## src/rtl/dial_pkg.sv

```systemverilog
// shared types, constants and helpers of the door intrusion alarm logic
`default_nettype none

package dial_pkg;

  // payload widths
  localparam int MODE_W     = 2;
  localparam int NOW_W      = 32;
  localparam int DWELL_W    = 16;
  localparam int EV_W       = 3;
  localparam int AL_W       = 2;
  localparam int HOUR_W     = 5;
  localparam int LOITER_MSW = 26;
  localparam int CFG_IDX_W  = 3;
  localparam int CFG_DATA_W = 16;

  // register reset values
  localparam logic [HOUR_W-1:0]     CurHourRst     = 5'd12;
  localparam logic [HOUR_W-1:0]     NightStartRst  = 5'd22;
  localparam logic [HOUR_W-1:0]     NightEndRst    = 5'd6;
  localparam logic [DWELL_W-1:0]    LoiterRst      = 16'd10;
  localparam logic [LOITER_MSW-1:0] LoiterMsRst    = 26'd10000;

  // milliseconds per second and dwell saturation point
  localparam logic [LOITER_MSW-1:0] MsPerSec       = 26'd1000;
  localparam logic [NOW_W-1:0]      DwellSatMs     = 32'd65536000;
  localparam logic [DWELL_W-1:0]    DwellMax       = 16'hFFFF;

  // divide by 125 after a shift by 3: q = (x * Recip125) >> DivShift, exact for x < 2^23
  localparam int                    DivInW         = 23;
  localparam int                    RecipW         = 24;
  localparam int                    DivShift       = 30;
  localparam logic [RecipW-1:0]     Recip125       = 24'd8589935;

  typedef enum logic [MODE_W-1:0] {
    MODE_UPDATE = 2'd0,
    MODE_ACK    = 2'd1,
    MODE_CLEAR  = 2'd2
  } mode_t;

  typedef enum logic [EV_W-1:0] {
    EV_NONE          = 3'd0,
    EV_NIGHT_INTRUDE = 3'd1,
    EV_LOITER        = 3'd2,
    EV_DOORBELL      = 3'd3,
    EV_DOOR_OPEN     = 3'd4
  } event_t;

  typedef enum logic [AL_W-1:0] {
    AL_NONE    = 2'd0,
    AL_WARNING = 2'd1,
    AL_ALARM   = 2'd2
  } alert_t;

  typedef enum logic [CFG_IDX_W-1:0] {
    REG_CUR_HOUR     = 3'd0,
    REG_NIGHT_START  = 3'd1,
    REG_NIGHT_END    = 3'd2,
    REG_LOITER_SEC   = 3'd3,
    REG_NIGHT_OVR_ON = 3'd4,
    REG_NIGHT_FORCED = 3'd5
  } cfg_idx_t;

  // configuration as seen by the datapath
  typedef struct packed {
    logic [DWELL_W-1:0]    loiter_s;
    logic [LOITER_MSW-1:0] loiter_ms;
    logic                  night;
  } dial_cfg_t;

  // per-update sensor flags handed to the event picker
  typedef struct packed {
    logic night;
    logic door_rise;
    logic bell_rise;
    logic loiter;
  } dial_flags_t;

  // event picker result
  typedef struct packed {
    event_t event_code;
    alert_t alert_level;
    logic   changed;
  } dial_ev_res_t;

  function automatic alert_t alert_for(input event_t ev, input logic night);
    alert_t al;
    unique case (ev)
      EV_NIGHT_INTRUDE: al = AL_ALARM;
      EV_LOITER:        al = AL_WARNING;
      EV_DOOR_OPEN:     al = night ? AL_ALARM : AL_NONE;
      default:          al = AL_NONE;
    endcase
    return al;
  endfunction

endpackage

`default_nettype wire

```

## src/rtl/dial_in_if.sv

```systemverilog
// sensor item channel: valid, ready and the input payload
`default_nettype none

interface dial_in_if import dial_pkg::*; ();
  logic               valid;
  logic               ready;
  logic [MODE_W-1:0]  mode;
  logic               motion;
  logic               bell;
  logic               door_open;
  logic [NOW_W-1:0]   now_ms;

  modport source (output valid, mode, motion, bell, door_open, now_ms, input ready);
  modport sink   (input valid, mode, motion, bell, door_open, now_ms, output ready);
endinterface

`default_nettype wire

```

## src/rtl/dial_out_if.sv

```systemverilog
// result channel: valid, ready and the status snapshot
`default_nettype none

interface dial_out_if import dial_pkg::*; ();
  logic               valid;
  logic               ready;
  logic [AL_W-1:0]    alert_level;
  logic [DWELL_W-1:0] dwell_seconds;
  logic               night_flag;
  logic [EV_W-1:0]    event_code;
  logic               changed;

  modport source (output valid, alert_level, dwell_seconds, night_flag, event_code, changed,
                  input ready);
  modport sink   (input valid, alert_level, dwell_seconds, night_flag, event_code, changed,
                  output ready);
endinterface

`default_nettype wire

```

## src/rtl/dial_cfg_regs.sv

```systemverilog
// configuration registers, night window and loiter threshold in milliseconds
`default_nettype none

module dial_cfg_regs import dial_pkg::*; (
  input  wire logic                  clk,
  input  wire logic                  rst_n,
  input  wire logic                  cfg_we,
  input  wire logic [CFG_IDX_W-1:0]  cfg_index,
  input  wire logic [CFG_DATA_W-1:0] cfg_wdata,
  output dial_cfg_t                  cfg_o
);

  logic [HOUR_W-1:0]     cur_hour_r,    cur_hour_nxt;
  logic [HOUR_W-1:0]     night_start_r, night_start_nxt;
  logic [HOUR_W-1:0]     night_end_r,   night_end_nxt;
  logic [DWELL_W-1:0]    loiter_r,      loiter_nxt;
  logic [LOITER_MSW-1:0] loiter_ms_r,   loiter_ms_nxt;
  logic                  ovr_on_r,      ovr_on_nxt;
  logic                  forced_r,      forced_nxt;

  always_comb begin
    cur_hour_nxt    = cur_hour_r;
    night_start_nxt = night_start_r;
    night_end_nxt   = night_end_r;
    loiter_nxt      = loiter_r;
    loiter_ms_nxt   = loiter_ms_r;
    ovr_on_nxt      = ovr_on_r;
    forced_nxt      = forced_r;
    if (cfg_we) begin
      unique case (cfg_index)
        REG_CUR_HOUR:     cur_hour_nxt    = cfg_wdata[HOUR_W-1:0];
        REG_NIGHT_START:  night_start_nxt = cfg_wdata[HOUR_W-1:0];
        REG_NIGHT_END:    night_end_nxt   = cfg_wdata[HOUR_W-1:0];
        REG_LOITER_SEC: begin
          loiter_nxt    = cfg_wdata[DWELL_W-1:0];
          // threshold kept in ms so loiter compares against the raw time difference
          loiter_ms_nxt = LOITER_MSW'(cfg_wdata[DWELL_W-1:0]) * MsPerSec;
        end
        REG_NIGHT_OVR_ON: ovr_on_nxt      = cfg_wdata[0];
        REG_NIGHT_FORCED: forced_nxt      = cfg_wdata[0];
        default: ;
      endcase
    end
  end

  always_ff @(posedge clk) begin
    if (!rst_n) begin
      cur_hour_r    <= CurHourRst;
      night_start_r <= NightStartRst;
      night_end_r   <= NightEndRst;
      loiter_r      <= LoiterRst;
      loiter_ms_r   <= LoiterMsRst;
      ovr_on_r      <= 1'b0;
      forced_r      <= 1'b0;
    end else begin
      cur_hour_r    <= cur_hour_nxt;
      night_start_r <= night_start_nxt;
      night_end_r   <= night_end_nxt;
      loiter_r      <= loiter_nxt;
      loiter_ms_r   <= loiter_ms_nxt;
      ovr_on_r      <= ovr_on_nxt;
      forced_r      <= forced_nxt;
    end
  end

  always_comb begin
    cfg_o.loiter_s  = loiter_r;
    cfg_o.loiter_ms = loiter_ms_r;
    cfg_o.night     = ovr_on_r ? forced_r
                               : ((cur_hour_r >= night_start_r) || (cur_hour_r < night_end_r));
  end

endmodule

`default_nettype wire

```

## src/rtl/dial_dwell_calc.sv

```systemverilog
// elapsed time since presence start: whole seconds, saturating, and loiter compare
`default_nettype none

module dial_dwell_calc import dial_pkg::*; (
  input  wire logic [NOW_W-1:0]      now_ms,
  input  wire logic [NOW_W-1:0]      start_ms,
  input  wire logic [LOITER_MSW-1:0] loiter_ms,
  output logic                       not_behind,
  output logic                       loiter_hit,
  output logic [DWELL_W-1:0]         dwell_s
);

  localparam int ProdW = DivInW + RecipW;

  logic [NOW_W-1:0]  diff;
  logic              sat;
  logic [DivInW-1:0] x;
  logic [ProdW-1:0]  prod;

  always_comb begin
    diff       = now_ms - start_ms;
    not_behind = now_ms >= start_ms;
    sat        = diff >= DwellSatMs;
    loiter_hit = diff >= NOW_W'(loiter_ms);
    // below saturation diff fits 26 bits; divide by 8 then by 125
    x          = diff[DivInW+2:3];
    prod       = ProdW'(x) * ProdW'(Recip125);
    dwell_s    = sat ? DwellMax : prod[DivShift +: DWELL_W];
  end

endmodule

`default_nettype wire

```

## src/rtl/dial_event_pick.sv

```systemverilog
// event priority, event and alert update, change detection
`default_nettype none

module dial_event_pick import dial_pkg::*; (
  input  wire dial_flags_t flags,
  input  wire event_t      prev_event,
  input  wire event_t      event_cur,
  input  wire alert_t      alert_cur,
  output dial_ev_res_t     res
);

  event_t ev;
  alert_t al;

  always_comb begin
    priority if (flags.night && flags.door_rise) ev = EV_NIGHT_INTRUDE;
    else if (flags.loiter)                       ev = EV_LOITER;
    else if (flags.bell_rise)                    ev = EV_DOORBELL;
    else if (flags.door_rise)                    ev = EV_DOOR_OPEN;
    else                                         ev = EV_NONE;
  end

  always_comb begin
    res.event_code = event_cur;
    res.changed    = 1'b0;
    priority if (ev != EV_NONE && ev != prev_event) begin
      res.event_code = ev;
      res.changed    = 1'b1;
    end else if (ev == EV_NONE && prev_event != EV_NONE) begin
      res.event_code = EV_NONE;
      res.changed    = 1'b1;
    end
    al              = alert_for(res.event_code, flags.night);
    res.alert_level = al;
    if (al != alert_cur) res.changed = 1'b1;
  end

endmodule

`default_nettype wire

```

## src/rtl/door_intrusion_alarm_logic.sv

```systemverilog
// top level: input register, status state and result handshake
// path: an accepted beat is registered into the input register, then into the status state
// throughput: one beat per cycle while the result side keeps up; the state update for a beat is a single pass through
//   the dwell divide-by-1000 multiplier and the event picker
// reset: rst_n is synchronous and active low; registers return to their default hours,
//   loiter 10 s, and all tracking, event, alert and change state clears
`default_nettype none

module door_intrusion_alarm_logic import dial_pkg::*; (
  input  wire logic                  clk,
  input  wire logic                  rst_n,
  dial_in_if.sink                    in_ch,
  dial_out_if.source                 out_ch,
  input  wire logic                  cfg_we,
  input  wire logic [CFG_IDX_W-1:0]  cfg_index,
  input  wire logic [CFG_DATA_W-1:0] cfg_wdata
);

  dial_cfg_t cfg;

  // input register stage
  logic              s1_valid_r, s1_valid_nxt;
  logic [MODE_W-1:0] s1_mode_r;
  logic              s1_motion_r;
  logic              s1_bell_r;
  logic              s1_door_r;
  logic [NOW_W-1:0]  s1_now_r;

  // status state, which doubles as the result register
  logic [NOW_W-1:0]   start_r,       start_nxt;
  logic               active_r,      active_nxt;
  logic               bell_seen_r,   bell_seen_nxt;
  logic               prev_bell_r,   prev_bell_nxt;
  logic               prev_door_r,   prev_door_nxt;
  event_t             prev_event_r,  prev_event_nxt;
  logic [DWELL_W-1:0] dwell_r,       dwell_nxt;
  alert_t             alert_r,       alert_nxt;
  event_t             event_r,       event_nxt;
  logic               night_r,       night_nxt;
  logic               changed_r,     changed_nxt;
  logic               out_valid_r,   out_valid_nxt;

  // handshake
  logic in_acc;
  logic s2_ready;
  logic fire;

  // presence tracking for a sensor update
  logic               not_behind;
  logic               loiter_hit;
  logic [DWELL_W-1:0] dwell_calc;
  logic [NOW_W-1:0]   upd_start;
  logic               upd_bell_seen;
  logic [DWELL_W-1:0] upd_dwell;
  logic               upd_dwell_hit;
  dial_flags_t        flags;
  dial_ev_res_t       ev_res;

  dial_cfg_regs u_cfg (
    .clk       (clk),
    .rst_n     (rst_n),
    .cfg_we    (cfg_we),
    .cfg_index (cfg_index),
    .cfg_wdata (cfg_wdata),
    .cfg_o     (cfg)
  );

  dial_dwell_calc u_dwell (
    .now_ms     (s1_now_r),
    .start_ms   (start_r),
    .loiter_ms  (cfg.loiter_ms),
    .not_behind (not_behind),
    .loiter_hit (loiter_hit),
    .dwell_s    (dwell_calc)
  );

  dial_event_pick u_event (
    .flags      (flags),
    .prev_event (prev_event_r),
    .event_cur  (event_r),
    .alert_cur  (alert_r),
    .res        (ev_res)
  );

  // the result register frees up when empty or being taken; the input stage follows
  assign s2_ready     = !out_valid_r || out_ch.ready;
  assign fire         = s1_valid_r && s2_ready;
  assign in_ch.ready  = !s1_valid_r || s2_ready;
  assign in_acc       = in_ch.valid && in_ch.ready;

  always_comb begin
    s1_valid_nxt = s1_valid_r;
    if (in_acc)    s1_valid_nxt = 1'b1;
    else if (fire) s1_valid_nxt = 1'b0;
    out_valid_nxt = out_valid_r;
    if (fire)              out_valid_nxt = 1'b1;
    else if (out_ch.ready) out_valid_nxt = 1'b0;
  end

  // presence: new start, ongoing dwell, or cleared when motion is gone
  always_comb begin
    upd_start     = start_r;
    upd_bell_seen = 1'b0;
    upd_dwell     = '0;
    upd_dwell_hit = 1'b0;
    if (s1_motion_r) begin
      upd_dwell     = dwell_r;
      upd_dwell_hit = dwell_r >= cfg.loiter_s;
      if (!active_r) begin
        // fresh presence keeps the old dwell until the next update
        upd_start     = s1_now_r;
        upd_bell_seen = s1_bell_r;
      end else begin
        upd_bell_seen = bell_seen_r | s1_bell_r;
        if (not_behind) begin
          upd_dwell     = dwell_calc;
          upd_dwell_hit = loiter_hit;
        end
      end
    end
    flags.night     = cfg.night;
    flags.door_rise = s1_door_r && !prev_door_r;
    flags.bell_rise = s1_bell_r && !prev_bell_r;
    flags.loiter    = s1_motion_r && !upd_bell_seen && upd_dwell_hit;
  end

  always_comb begin
    start_nxt      = start_r;
    active_nxt     = active_r;
    bell_seen_nxt  = bell_seen_r;
    prev_bell_nxt  = prev_bell_r;
    prev_door_nxt  = prev_door_r;
    prev_event_nxt = prev_event_r;
    dwell_nxt      = dwell_r;
    alert_nxt      = alert_r;
    event_nxt      = event_r;
    night_nxt      = night_r;
    changed_nxt    = changed_r;
    if (fire) begin
      unique case (s1_mode_r)
        MODE_UPDATE: begin
          night_nxt      = cfg.night;
          start_nxt      = upd_start;
          active_nxt     = s1_motion_r;
          bell_seen_nxt  = upd_bell_seen;
          dwell_nxt      = upd_dwell;
          event_nxt      = ev_res.event_code;
          prev_event_nxt = ev_res.event_code;
          alert_nxt      = ev_res.alert_level;
          changed_nxt    = changed_r | ev_res.changed;
          prev_bell_nxt  = s1_bell_r;
          prev_door_nxt  = s1_door_r;
        end
        MODE_ACK: changed_nxt = 1'b0;
        MODE_CLEAR: begin
          // edge history and last picked event survive an alert reset
          alert_nxt     = AL_NONE;
          event_nxt     = EV_NONE;
          changed_nxt   = 1'b1;
          active_nxt    = 1'b0;
          bell_seen_nxt = 1'b0;
          dwell_nxt     = '0;
        end
        default: ;
      endcase
    end
  end

  always_ff @(posedge clk) begin
    if (!rst_n) begin
      s1_valid_r   <= 1'b0;
      out_valid_r  <= 1'b0;
      start_r      <= '0;
      active_r     <= 1'b0;
      bell_seen_r  <= 1'b0;
      prev_bell_r  <= 1'b0;
      prev_door_r  <= 1'b0;
      prev_event_r <= EV_NONE;
      dwell_r      <= '0;
      alert_r      <= AL_NONE;
      event_r      <= EV_NONE;
      night_r      <= 1'b0;
      changed_r    <= 1'b0;
    end else begin
      s1_valid_r   <= s1_valid_nxt;
      out_valid_r  <= out_valid_nxt;
      start_r      <= start_nxt;
      active_r     <= active_nxt;
      bell_seen_r  <= bell_seen_nxt;
      prev_bell_r  <= prev_bell_nxt;
      prev_door_r  <= prev_door_nxt;
      prev_event_r <= prev_event_nxt;
      dwell_r      <= dwell_nxt;
      alert_r      <= alert_nxt;
      event_r      <= event_nxt;
      night_r      <= night_nxt;
      changed_r    <= changed_nxt;
    end
  end

  // input payload needs no reset
  always_ff @(posedge clk) begin
    if (in_acc) begin
      s1_mode_r   <= in_ch.mode;
      s1_motion_r <= in_ch.motion;
      s1_bell_r   <= in_ch.bell;
      s1_door_r   <= in_ch.door_open;
      s1_now_r    <= in_ch.now_ms;
    end
  end

  // result beat is the current status snapshot
  assign out_ch.valid         = out_valid_r;
  assign out_ch.alert_level   = alert_r;
  assign out_ch.dwell_seconds = dwell_r;
  assign out_ch.night_flag    = night_r;
  assign out_ch.event_code    = event_r;
  assign out_ch.changed       = changed_r;

`ifndef SYNTHESIS
  a_ack_clears: assert property (@(posedge clk) disable iff (!rst_n)
    fire && s1_mode_r == MODE_ACK |=> !changed_r)
    else $error("acknowledge did not clear the change flag");

  a_clear_alert: assert property (@(posedge clk) disable iff (!rst_n)
    fire && s1_mode_r == MODE_CLEAR |=> alert_r == AL_NONE && event_r == EV_NONE && changed_r)
    else $error("alert reset left alert, event or change flag");

  a_alarm_cause: assert property (@(posedge clk) disable iff (!rst_n)
    alert_r == AL_ALARM |-> event_r == EV_NIGHT_INTRUDE || event_r == EV_DOOR_OPEN)
    else $error("alarm without intrusion or door event");

  a_dwell_needs_presence: assert property (@(posedge clk) disable iff (!rst_n)
    dwell_r != '0 |-> active_r)
    else $error("dwell held without active presence");

  a_bell_needs_presence: assert property (@(posedge clk) disable iff (!rst_n)
    bell_seen_r |-> active_r)
    else $error("doorbell flag held without active presence");
`endif

endmodule

`default_nettype wire

```

## src/flat_wrapper.sv

```systemverilog
// flat-port wrapper written by rule: the top's interface ports become plain ports
module door_intrusion_alarm_logic_flat import dial_pkg::*;
  (clk, rst_n, cfg_we, cfg_index, cfg_wdata, in_ch_valid, in_ch_mode, in_ch_motion, in_ch_bell, in_ch_door_open, in_ch_now_ms, in_ch_ready, out_ch_valid, out_ch_alert_level, out_ch_dwell_seconds, out_ch_night_flag, out_ch_event_code, out_ch_changed, out_ch_ready);
  dial_in_if in_ch_i ();
  dial_out_if out_ch_i ();
  input  wire logic clk;
  input  wire logic rst_n;
  input  wire logic cfg_we;
  input  wire logic [CFG_IDX_W-1:0] cfg_index;
  input  wire logic [CFG_DATA_W-1:0] cfg_wdata;
  input wire logic [$bits(in_ch_i.valid)-1:0] in_ch_valid;
  input wire logic [$bits(in_ch_i.mode)-1:0] in_ch_mode;
  input wire logic [$bits(in_ch_i.motion)-1:0] in_ch_motion;
  input wire logic [$bits(in_ch_i.bell)-1:0] in_ch_bell;
  input wire logic [$bits(in_ch_i.door_open)-1:0] in_ch_door_open;
  input wire logic [$bits(in_ch_i.now_ms)-1:0] in_ch_now_ms;
  output wire logic [$bits(in_ch_i.ready)-1:0] in_ch_ready;
  output wire logic [$bits(out_ch_i.valid)-1:0] out_ch_valid;
  output wire logic [$bits(out_ch_i.alert_level)-1:0] out_ch_alert_level;
  output wire logic [$bits(out_ch_i.dwell_seconds)-1:0] out_ch_dwell_seconds;
  output wire logic [$bits(out_ch_i.night_flag)-1:0] out_ch_night_flag;
  output wire logic [$bits(out_ch_i.event_code)-1:0] out_ch_event_code;
  output wire logic [$bits(out_ch_i.changed)-1:0] out_ch_changed;
  input wire logic [$bits(out_ch_i.ready)-1:0] out_ch_ready;
  assign in_ch_i.valid = in_ch_valid;
  assign in_ch_i.mode = in_ch_mode;
  assign in_ch_i.motion = in_ch_motion;
  assign in_ch_i.bell = in_ch_bell;
  assign in_ch_i.door_open = in_ch_door_open;
  assign in_ch_i.now_ms = in_ch_now_ms;
  assign in_ch_ready = in_ch_i.ready;
  assign out_ch_valid = out_ch_i.valid;
  assign out_ch_alert_level = out_ch_i.alert_level;
  assign out_ch_dwell_seconds = out_ch_i.dwell_seconds;
  assign out_ch_night_flag = out_ch_i.night_flag;
  assign out_ch_event_code = out_ch_i.event_code;
  assign out_ch_changed = out_ch_i.changed;
  assign out_ch_i.ready = out_ch_ready;
  door_intrusion_alarm_logic u_core (.clk(clk), .rst_n(rst_n), .in_ch(in_ch_i), .out_ch(out_ch_i), .cfg_we(cfg_we), .cfg_index(cfg_index), .cfg_wdata(cfg_wdata));
endmodule
```

## config.mk

```make
export PLATFORM = sky130hd
export DESIGN_NAME = door_intrusion_alarm_logic_flat
export DESIGN_NICKNAME = d
export VERILOG_FILES = /design/src/rtl/dial_pkg.sv /design/src/rtl/dial_in_if.sv /design/src/rtl/dial_out_if.sv /design/src/rtl/dial_cfg_regs.sv /design/src/rtl/dial_dwell_calc.sv /design/src/rtl/dial_event_pick.sv /design/src/rtl/door_intrusion_alarm_logic.sv /design/src/flat_wrapper.sv
export SDC_FILE = /design/constraint.sdc
export NUM_CORES = 1
export LEC_CHECK = 0
export ABC_CLOCK_PERIOD_IN_PS = 11400
export BUFFER_PORTS_ARGS = -buffer_cell sky130_fd_sc_hd__buf_2
export CAP_MARGIN = 20
export CORE_MARGIN = 5
export CORE_UTILIZATION = 25
export CTS_BUF_LIST = sky130_fd_sc_hd__clkbuf_16
export CTS_CLUSTER_DIAMETER = 40
export DETAILED_ROUTE_END_ITERATION = 16
export SYNTH_ARGS = -nofsm -noshare
export SYNTH_HDL_FRONTEND = slang
export SYNTH_SLANG_ARGS = --single-unit
```

## constraint.sdc

```tcl
create_clock -name clk -period 11.4 [get_ports clk]
set_clock_uncertainty 0.05 [all_clocks]
set_input_delay 1.14 -clock clk [delete_from_list [all_inputs] [get_ports clk]]
set_output_delay 1.14 -clock clk [all_outputs]
set_load 0.01 [all_outputs]
```

### Word-level counts from Yosys, hierarchy flattened

Index checks and enable logic that the tools add are counted.
W data, S select, Z words.

| storage, ports and cells | value |
|---|---|
| register bits | 157 |
| input port bits | 61 |

| cells by class | value |
|---|---|
| add/sub/neg operators | 1 |
| $mul | 2 |
| $lt $le $gt $ge | 6 |
| equality and inequality tests | 14 |
| mux-type cells | 31 |
| bitwise logic cells | 3 |
| reductions and logical operators | 37 |

Operator list:

| kind | count |
|---|---|
| $mux W16 | 4 |
| $mul A23 B24 Y46 const B | 1 |
| $ge A32 B26 Y1 | 1 |
| $ge A32 B26 Y1 const B | 1 |
| $ge A32 B32 Y1 | 1 |
| $pmux W16 S2 | 1 |
| $sub A32 B32 Y32 | 1 |
| $mul A16 B7 Y23 const B | 1 |
| $mux W3 | 6 |
| $reduce_and A2 Y1 | 9 |
| $ge A16 B16 Y1 | 1 |
| $mux W1 | 13 |
| $eq A3 B2 Y1 const B | 3 |
| $eq A3 B3 Y1 const B | 3 |
| $logic_and A1 B1 Y1 | 9 |
| $reduce_bool A3 Y1 | 3 |
| $reduce_and A4 Y1 | 2 |
| $eq A3 B1 Y1 const B | 2 |
| $logic_not A3 Y1 | 2 |
| $ne A3 B3 Y1 const B | 2 |
| $pmux W2 S3 | 1 |
| $pmux W3 S2 | 1 |
| $reduce_bool A2 Y1 | 3 |
| $ge A5 B5 Y1 | 1 |
| 14 further kinds | 22 |

### Depth between registers and ports, before layout

| depth | value |
|---|---|
| depth after elaboration | 18 |
| gate-level depth with buffers | 42 |
| gate-level depth less buffers | 41 |

### Modules after synthesis

A second synthesis with hierarchy kept.

| unflattened totals | value |
|---|---|
| cells, all modules | 2,166 |
| area total of the unflattened synthesis | 20,215.6 um^2 |

By module, submodules not included:

| module | times used | cells an instance | area each (um^2) |
|---|---|---|---|
| dial_dwell_calc | 1 | 1,244 | 10,909.2 |
| dial_cfg_regs | 1 | 540 | 4,939.7 |
| door_intrusion_alarm_logic | 1 | 338 | 4,078.9 |
| dial_event_pick | 1 | 44 | 287.8 |

### Worst setup path after synthesis

Ideal clock, no wire load.

| timing path | value |
|---|---|
| kind | register to register |
| start point | register u_core.s1_now_r[0] |
| end point | register u_core.dwell_r[10] (netlist: u_core.out_ch.dwell_seconds[10]) |
| arrival time | 9.053 ns |
| data required time | 11.274 ns |
| slack | 2.221 ns |
| cell stages (with the launch flop) | 35 |
| period minus slack after synthesis | 9.179 ns |
| cell sequence | edfxtp_1 inv_1 ha_1 fa_1 nand2b_1 a211oi_1 o31a_4 a31o_2 a21boi_0 o21ai_0 xor2_1 ha_1 fa_1 inv_1 fa_1 fa_1 fa_1 inv_1 fa_1 inv_1 fa_1 inv_1 ha_1 nand3_1 or4_1 nor4_1 a31oi_1 a21oi_1 o21ai_0 o31ai_2 o21a_1 o21ai_0 a222oi_1 o21ai_0 a21boi_0 |

| between the ends | value |
|---|---|
| cells in the longest elaborated chain, start to end | 7 |
| elaborated cells between the ends (all ways) | 11 |
| those cells by class | add/sub: 1; mul: 1; order compare: 2; eq/ne: 1; mux: 5; reduce/logical: 1 |

RTL lines:

| element | line | RTL |
|---|---|---|
| from (decl) | door_intrusion_alarm_logic.sv:27 | `logic [NOW_W-1:0] s1_now_r;` |
| from (signal assigned) | door_intrusion_alarm_logic.sv:208 | `s1_now_r <= in_ch.now_ms;` |
| $sub A32 B32 Y32 | dial_dwell_calc.sv:21 | `diff = now_ms - start_ms;` |
| $mul A23 B24 Y46 / $ge A32 B26 Y1 (equally long branches) | dial_dwell_calc.sv:27, dial_dwell_calc.sv:23 |  |
| $mux W16 | dial_dwell_calc.sv:28 | `dwell_s = sat ? DwellMax : prod[DivShift +: DWELL_W];` |
| $mux W16 | door_intrusion_alarm_logic.sv:115 | `if (not_behind) begin` |
| $mux W16 | door_intrusion_alarm_logic.sv:109 | `if (!active_r) begin` |
| $mux W16 | door_intrusion_alarm_logic.sv:106 | `if (s1_motion_r) begin` |
| $pmux W16 S2 | door_intrusion_alarm_logic.sv:140 | `unique case (s1_mode_r)` |
| to (signal assigned) | door_intrusion_alarm_logic.sv:193 | `dwell_r <= dwell_nxt;` |
| to (decl) | door_intrusion_alarm_logic.sv:36 | `logic [DWELL_W-1:0] dwell_r, dwell_nxt;` |

Parallel ways exist; a longest one is shown, timed or not. The select of a mux whose other input is x is not followed.
A chain may end at the register's enable or synchronous reset.

### Final worst setup path

| timing path | value |
|---|---|
| start point | register u_core.s1_now_r[6] |
| end point | register u_core.dwell_r[10] (netlist: u_core.out_ch.dwell_seconds[10]) |

Same word-level chain as after synthesis.

==> summary.txt <==
Final period util -> 0.9021
Final ANT Viol Nets -> 0
CP top delay family -> adder cells
Worst-Margin Slew -> 1.078 ns
Post-CTS Setup Bufs -> 0
Netlist Area Pre-Place -> 19210 sq um
Number of global-route vias before repair -> 13870
I/O Pins -> 86
Post-synth cell types -> 83
Clk sinks -> 155
Largest cells by area after synthesis -> ha_1 25%, fa_1 22%, dfxtp_1 12%
Die W -> 287.2 microns
CTS Root Cell -> clkbuf_16
FP Rows -> 101
Hold Vio Cnt, Final -> 0
Slew margin rel. -> 0.2816
Share of cells above drive strength 1 -> 0.08056
CP arrival -> 10.61 ns
Ys async rst share -> 0
Worst-Skew Late Latency -> 0.45 ns
Critical R2R Capture -> u_core.out_ch.dwell_seconds[10]
RSZ-0062 raised after global routing -> no
First-pass GRT wire length -> 76.08 mm
Max frequency -> 0.09724 GHz
Initial Utilization -> 0.2525
Fin Setup TNS -> 0 ns
Fill cell count -> 8200
# nets final -> 2772
Core Box Area -> 76080 sq um
Final HPWL DP -> 39.59 mm
PortBufs -> 85
All-layer global routing usage -> 0.1157
Die Y -> 287.2 microns
CTS tree -> built
Routability Congestion -> 0.9059
CTS resizes -> 0
Synth warn -> 0
Count leader, synth -> inv_1
Reg2Reg Launch Point -> u_core.s1_now_r[6]
Status -> finished, final reports clean
Predominant post-synthesis flop cell -> dfxtp_1
Via count -> 13810
Number of synthesized flops with an enable pin -> 37
Critical path type -> flop to flop
CP max FO -> 7
WL final -> 47.10 mm
Min Clock Period, post-route -> 10.28 ns
CP required -> 11.73 ns
Endpoints failing setup -> 0
Hold_buf cts -> 0
CP Launch Type -> flop
H-tree Lvls -> 4
Syn avg cell area -> 9.422 sq um
Area Growth Syn to Fin -> 11.88%
Crit. End Element -> flop
Post-synth top area cell -> ha_1
Post-Syn Nets -> 2689
Slew Viols, Final -> 0
Slowest stage delay, CP -> 0.56 ns
MaxCap Viol Count -> 0
Yosys top cell area share -> 0.2462
Ant diodes -> 0
Hold-critical path depth -> 2
Cells after Synth -> 2039
TritonCTS Buffers -> 17
Min-Delay Startpoint -> u_core.start_r[31]
Commonest cells in the netlist -> 417 x inv_1, 378 x ha_1, 211 x fa_1
Die ar. -> 82490 sq um
DR pass1 iterations -> 7
Number of vias per cell -> 4.362
Cell mode on critical path -> fa_1
Worst-path clk slew -> 0.07 ns
Wire length per cell -> 14.88 microns
Critical Path Start -> u_core.s1_now_r[6]
Hold endpoint -> u_core.start_r[31]
WP buf/inv -> 5
Max stage delay cell, worst path -> or4_1
Worst Hold Class -> flop to flop
Grt ovf -> 0
Largest net degree at the start of global routing -> 60
Buffer depth of the longest clock path -> 2
WP depth -> 37
Drt initial violations -> 774
Initial antenna violation count -> 0
R2R Setup Slk -> 1.12 ns
Synthesized flop and latch total -> 155
DRC errors left -> 0
Reg2Reg Depth -> 37
Post-synthesis sequential area ratio -> 0.1808
## cell type report
class                      instances  area, sq um  area share
clock buffer                      17        425.4     0.01979
clock inverter                    15        113.9    0.005297
timing repair buffer             105        575.6     0.02678
sequential                       155         3473      0.1616
inverter                         417         1565     0.07282
multi-input combinational       1426        14050      0.6538
tap                             1030         1289     0.05996
## worst min-delay path, delay by kind of cell (launching register included)
family,cells,cell delay [ns]
AO/OA/AOI/OAI,1,0.06
AND/OR/NAND/NOR,1,0.04
flip-flops,1,0.31
## placed cells by master (no fill, tap or decap), types with 4 or more instances in the layout
master and n:
inv_1 418, ha_1 378, fa_1 211, nand2_1 195
dfxtp_1 118, buf_2 85, a21oi_1 71, o21ai_0 65
a21boi_0 62, nor2_1 59, a21o_1 40, edfxtp_1 37
nor2b_1 31, xnor2_1 29, xor2_1 25, buf_4 20
mux2i_1 18, nand3_1 17, clkbuf_16 17, o211ai_1 16
o21a_1 15, and2_1 15, nand2b_1 14, and3_1 13
nand4_1 13, nor3_1 12, a211oi_1 9, a31oi_1 7
or3_1 7, or2_2 6, o21bai_1 5, nor4_1 5
o22ai_1 4, a311o_1 4, inv_6 4
## kinds of logic (layout without fill, tap and decap cells)
logic type	count (synthesis)	after routing	synth area share
adder cells (fa/ha/maj)	590	590	0.4666
multiplexers	22	22	0.01205
buffers and inverters	458	554	0.08968
AND/OR/NAND/NOR	409	409	0.1009
flip-flops	155	155	0.1808
XOR/XNOR	58	58	0.02644
AO/OA/AOI/OAI	347	347	0.1235
## flip-flops by register name, indices dropped and copies added, names as in the netlist, 3 cells and up
register and count:
u_core.u_cfg.loiter_ms_r 21, u_core.u_cfg.night_end_r 5, u_core.out_ch.event_code 3, u_core.s1_now_r 32
u_core.start_r 32, u_core.out_ch.dwell_seconds 16, u_core.u_cfg.cur_hour_r 5, u_core.u_cfg.loiter_r 16
u_core.u_cfg.night_start_r 5, u_core.prev_event_r 3
## through the flow
stage	std cells	area [sq um]	setup WS, ns	hold slack, ns	utilization
finish	3165	21490	1.116	0.4140	0.2825
global route	3165	21490	0.4238	0.4358	0.2825
CTS	3165	21490	1.131	0.4188	0.2825
detailed placement	3133	20960	1.147	0.4090	0.2755
global placement	3133	20960	1.317	0.4014	0.2755
floorplan	2039	19210	2.221	0.3910	-
## worst max path at each step
stage / end / slack, ns
after floorplan: u_core.out_ch.dwell_seconds[10] / 2.22
after global placement: u_core.out_ch.dwell_seconds[15] / 1.32
after detailed placement: u_core.out_ch.dwell_seconds[10] / 1.15
after CTS: u_core.out_ch.dwell_seconds[10] / 1.13
after global routing: u_core.out_ch.dwell_seconds[10] / 0.42
final: u_core.out_ch.dwell_seconds[10] / 1.12
## routing by layer
metal / share of wire / track usage / vias to the layer above
met5: 0 / 0 / -
met4: 0.0089 / 0.02002 / 0
met3: 0.035 / 0.01491 / 23
met2: 0.48 / 0.2006 / 238
met1: 0.47 / 0.1566 / 6670
li1: - / - / 6875
Power is not shown: default switching activity piles up to over one toggle a cycle in this logic, so the estimate is an artifact.
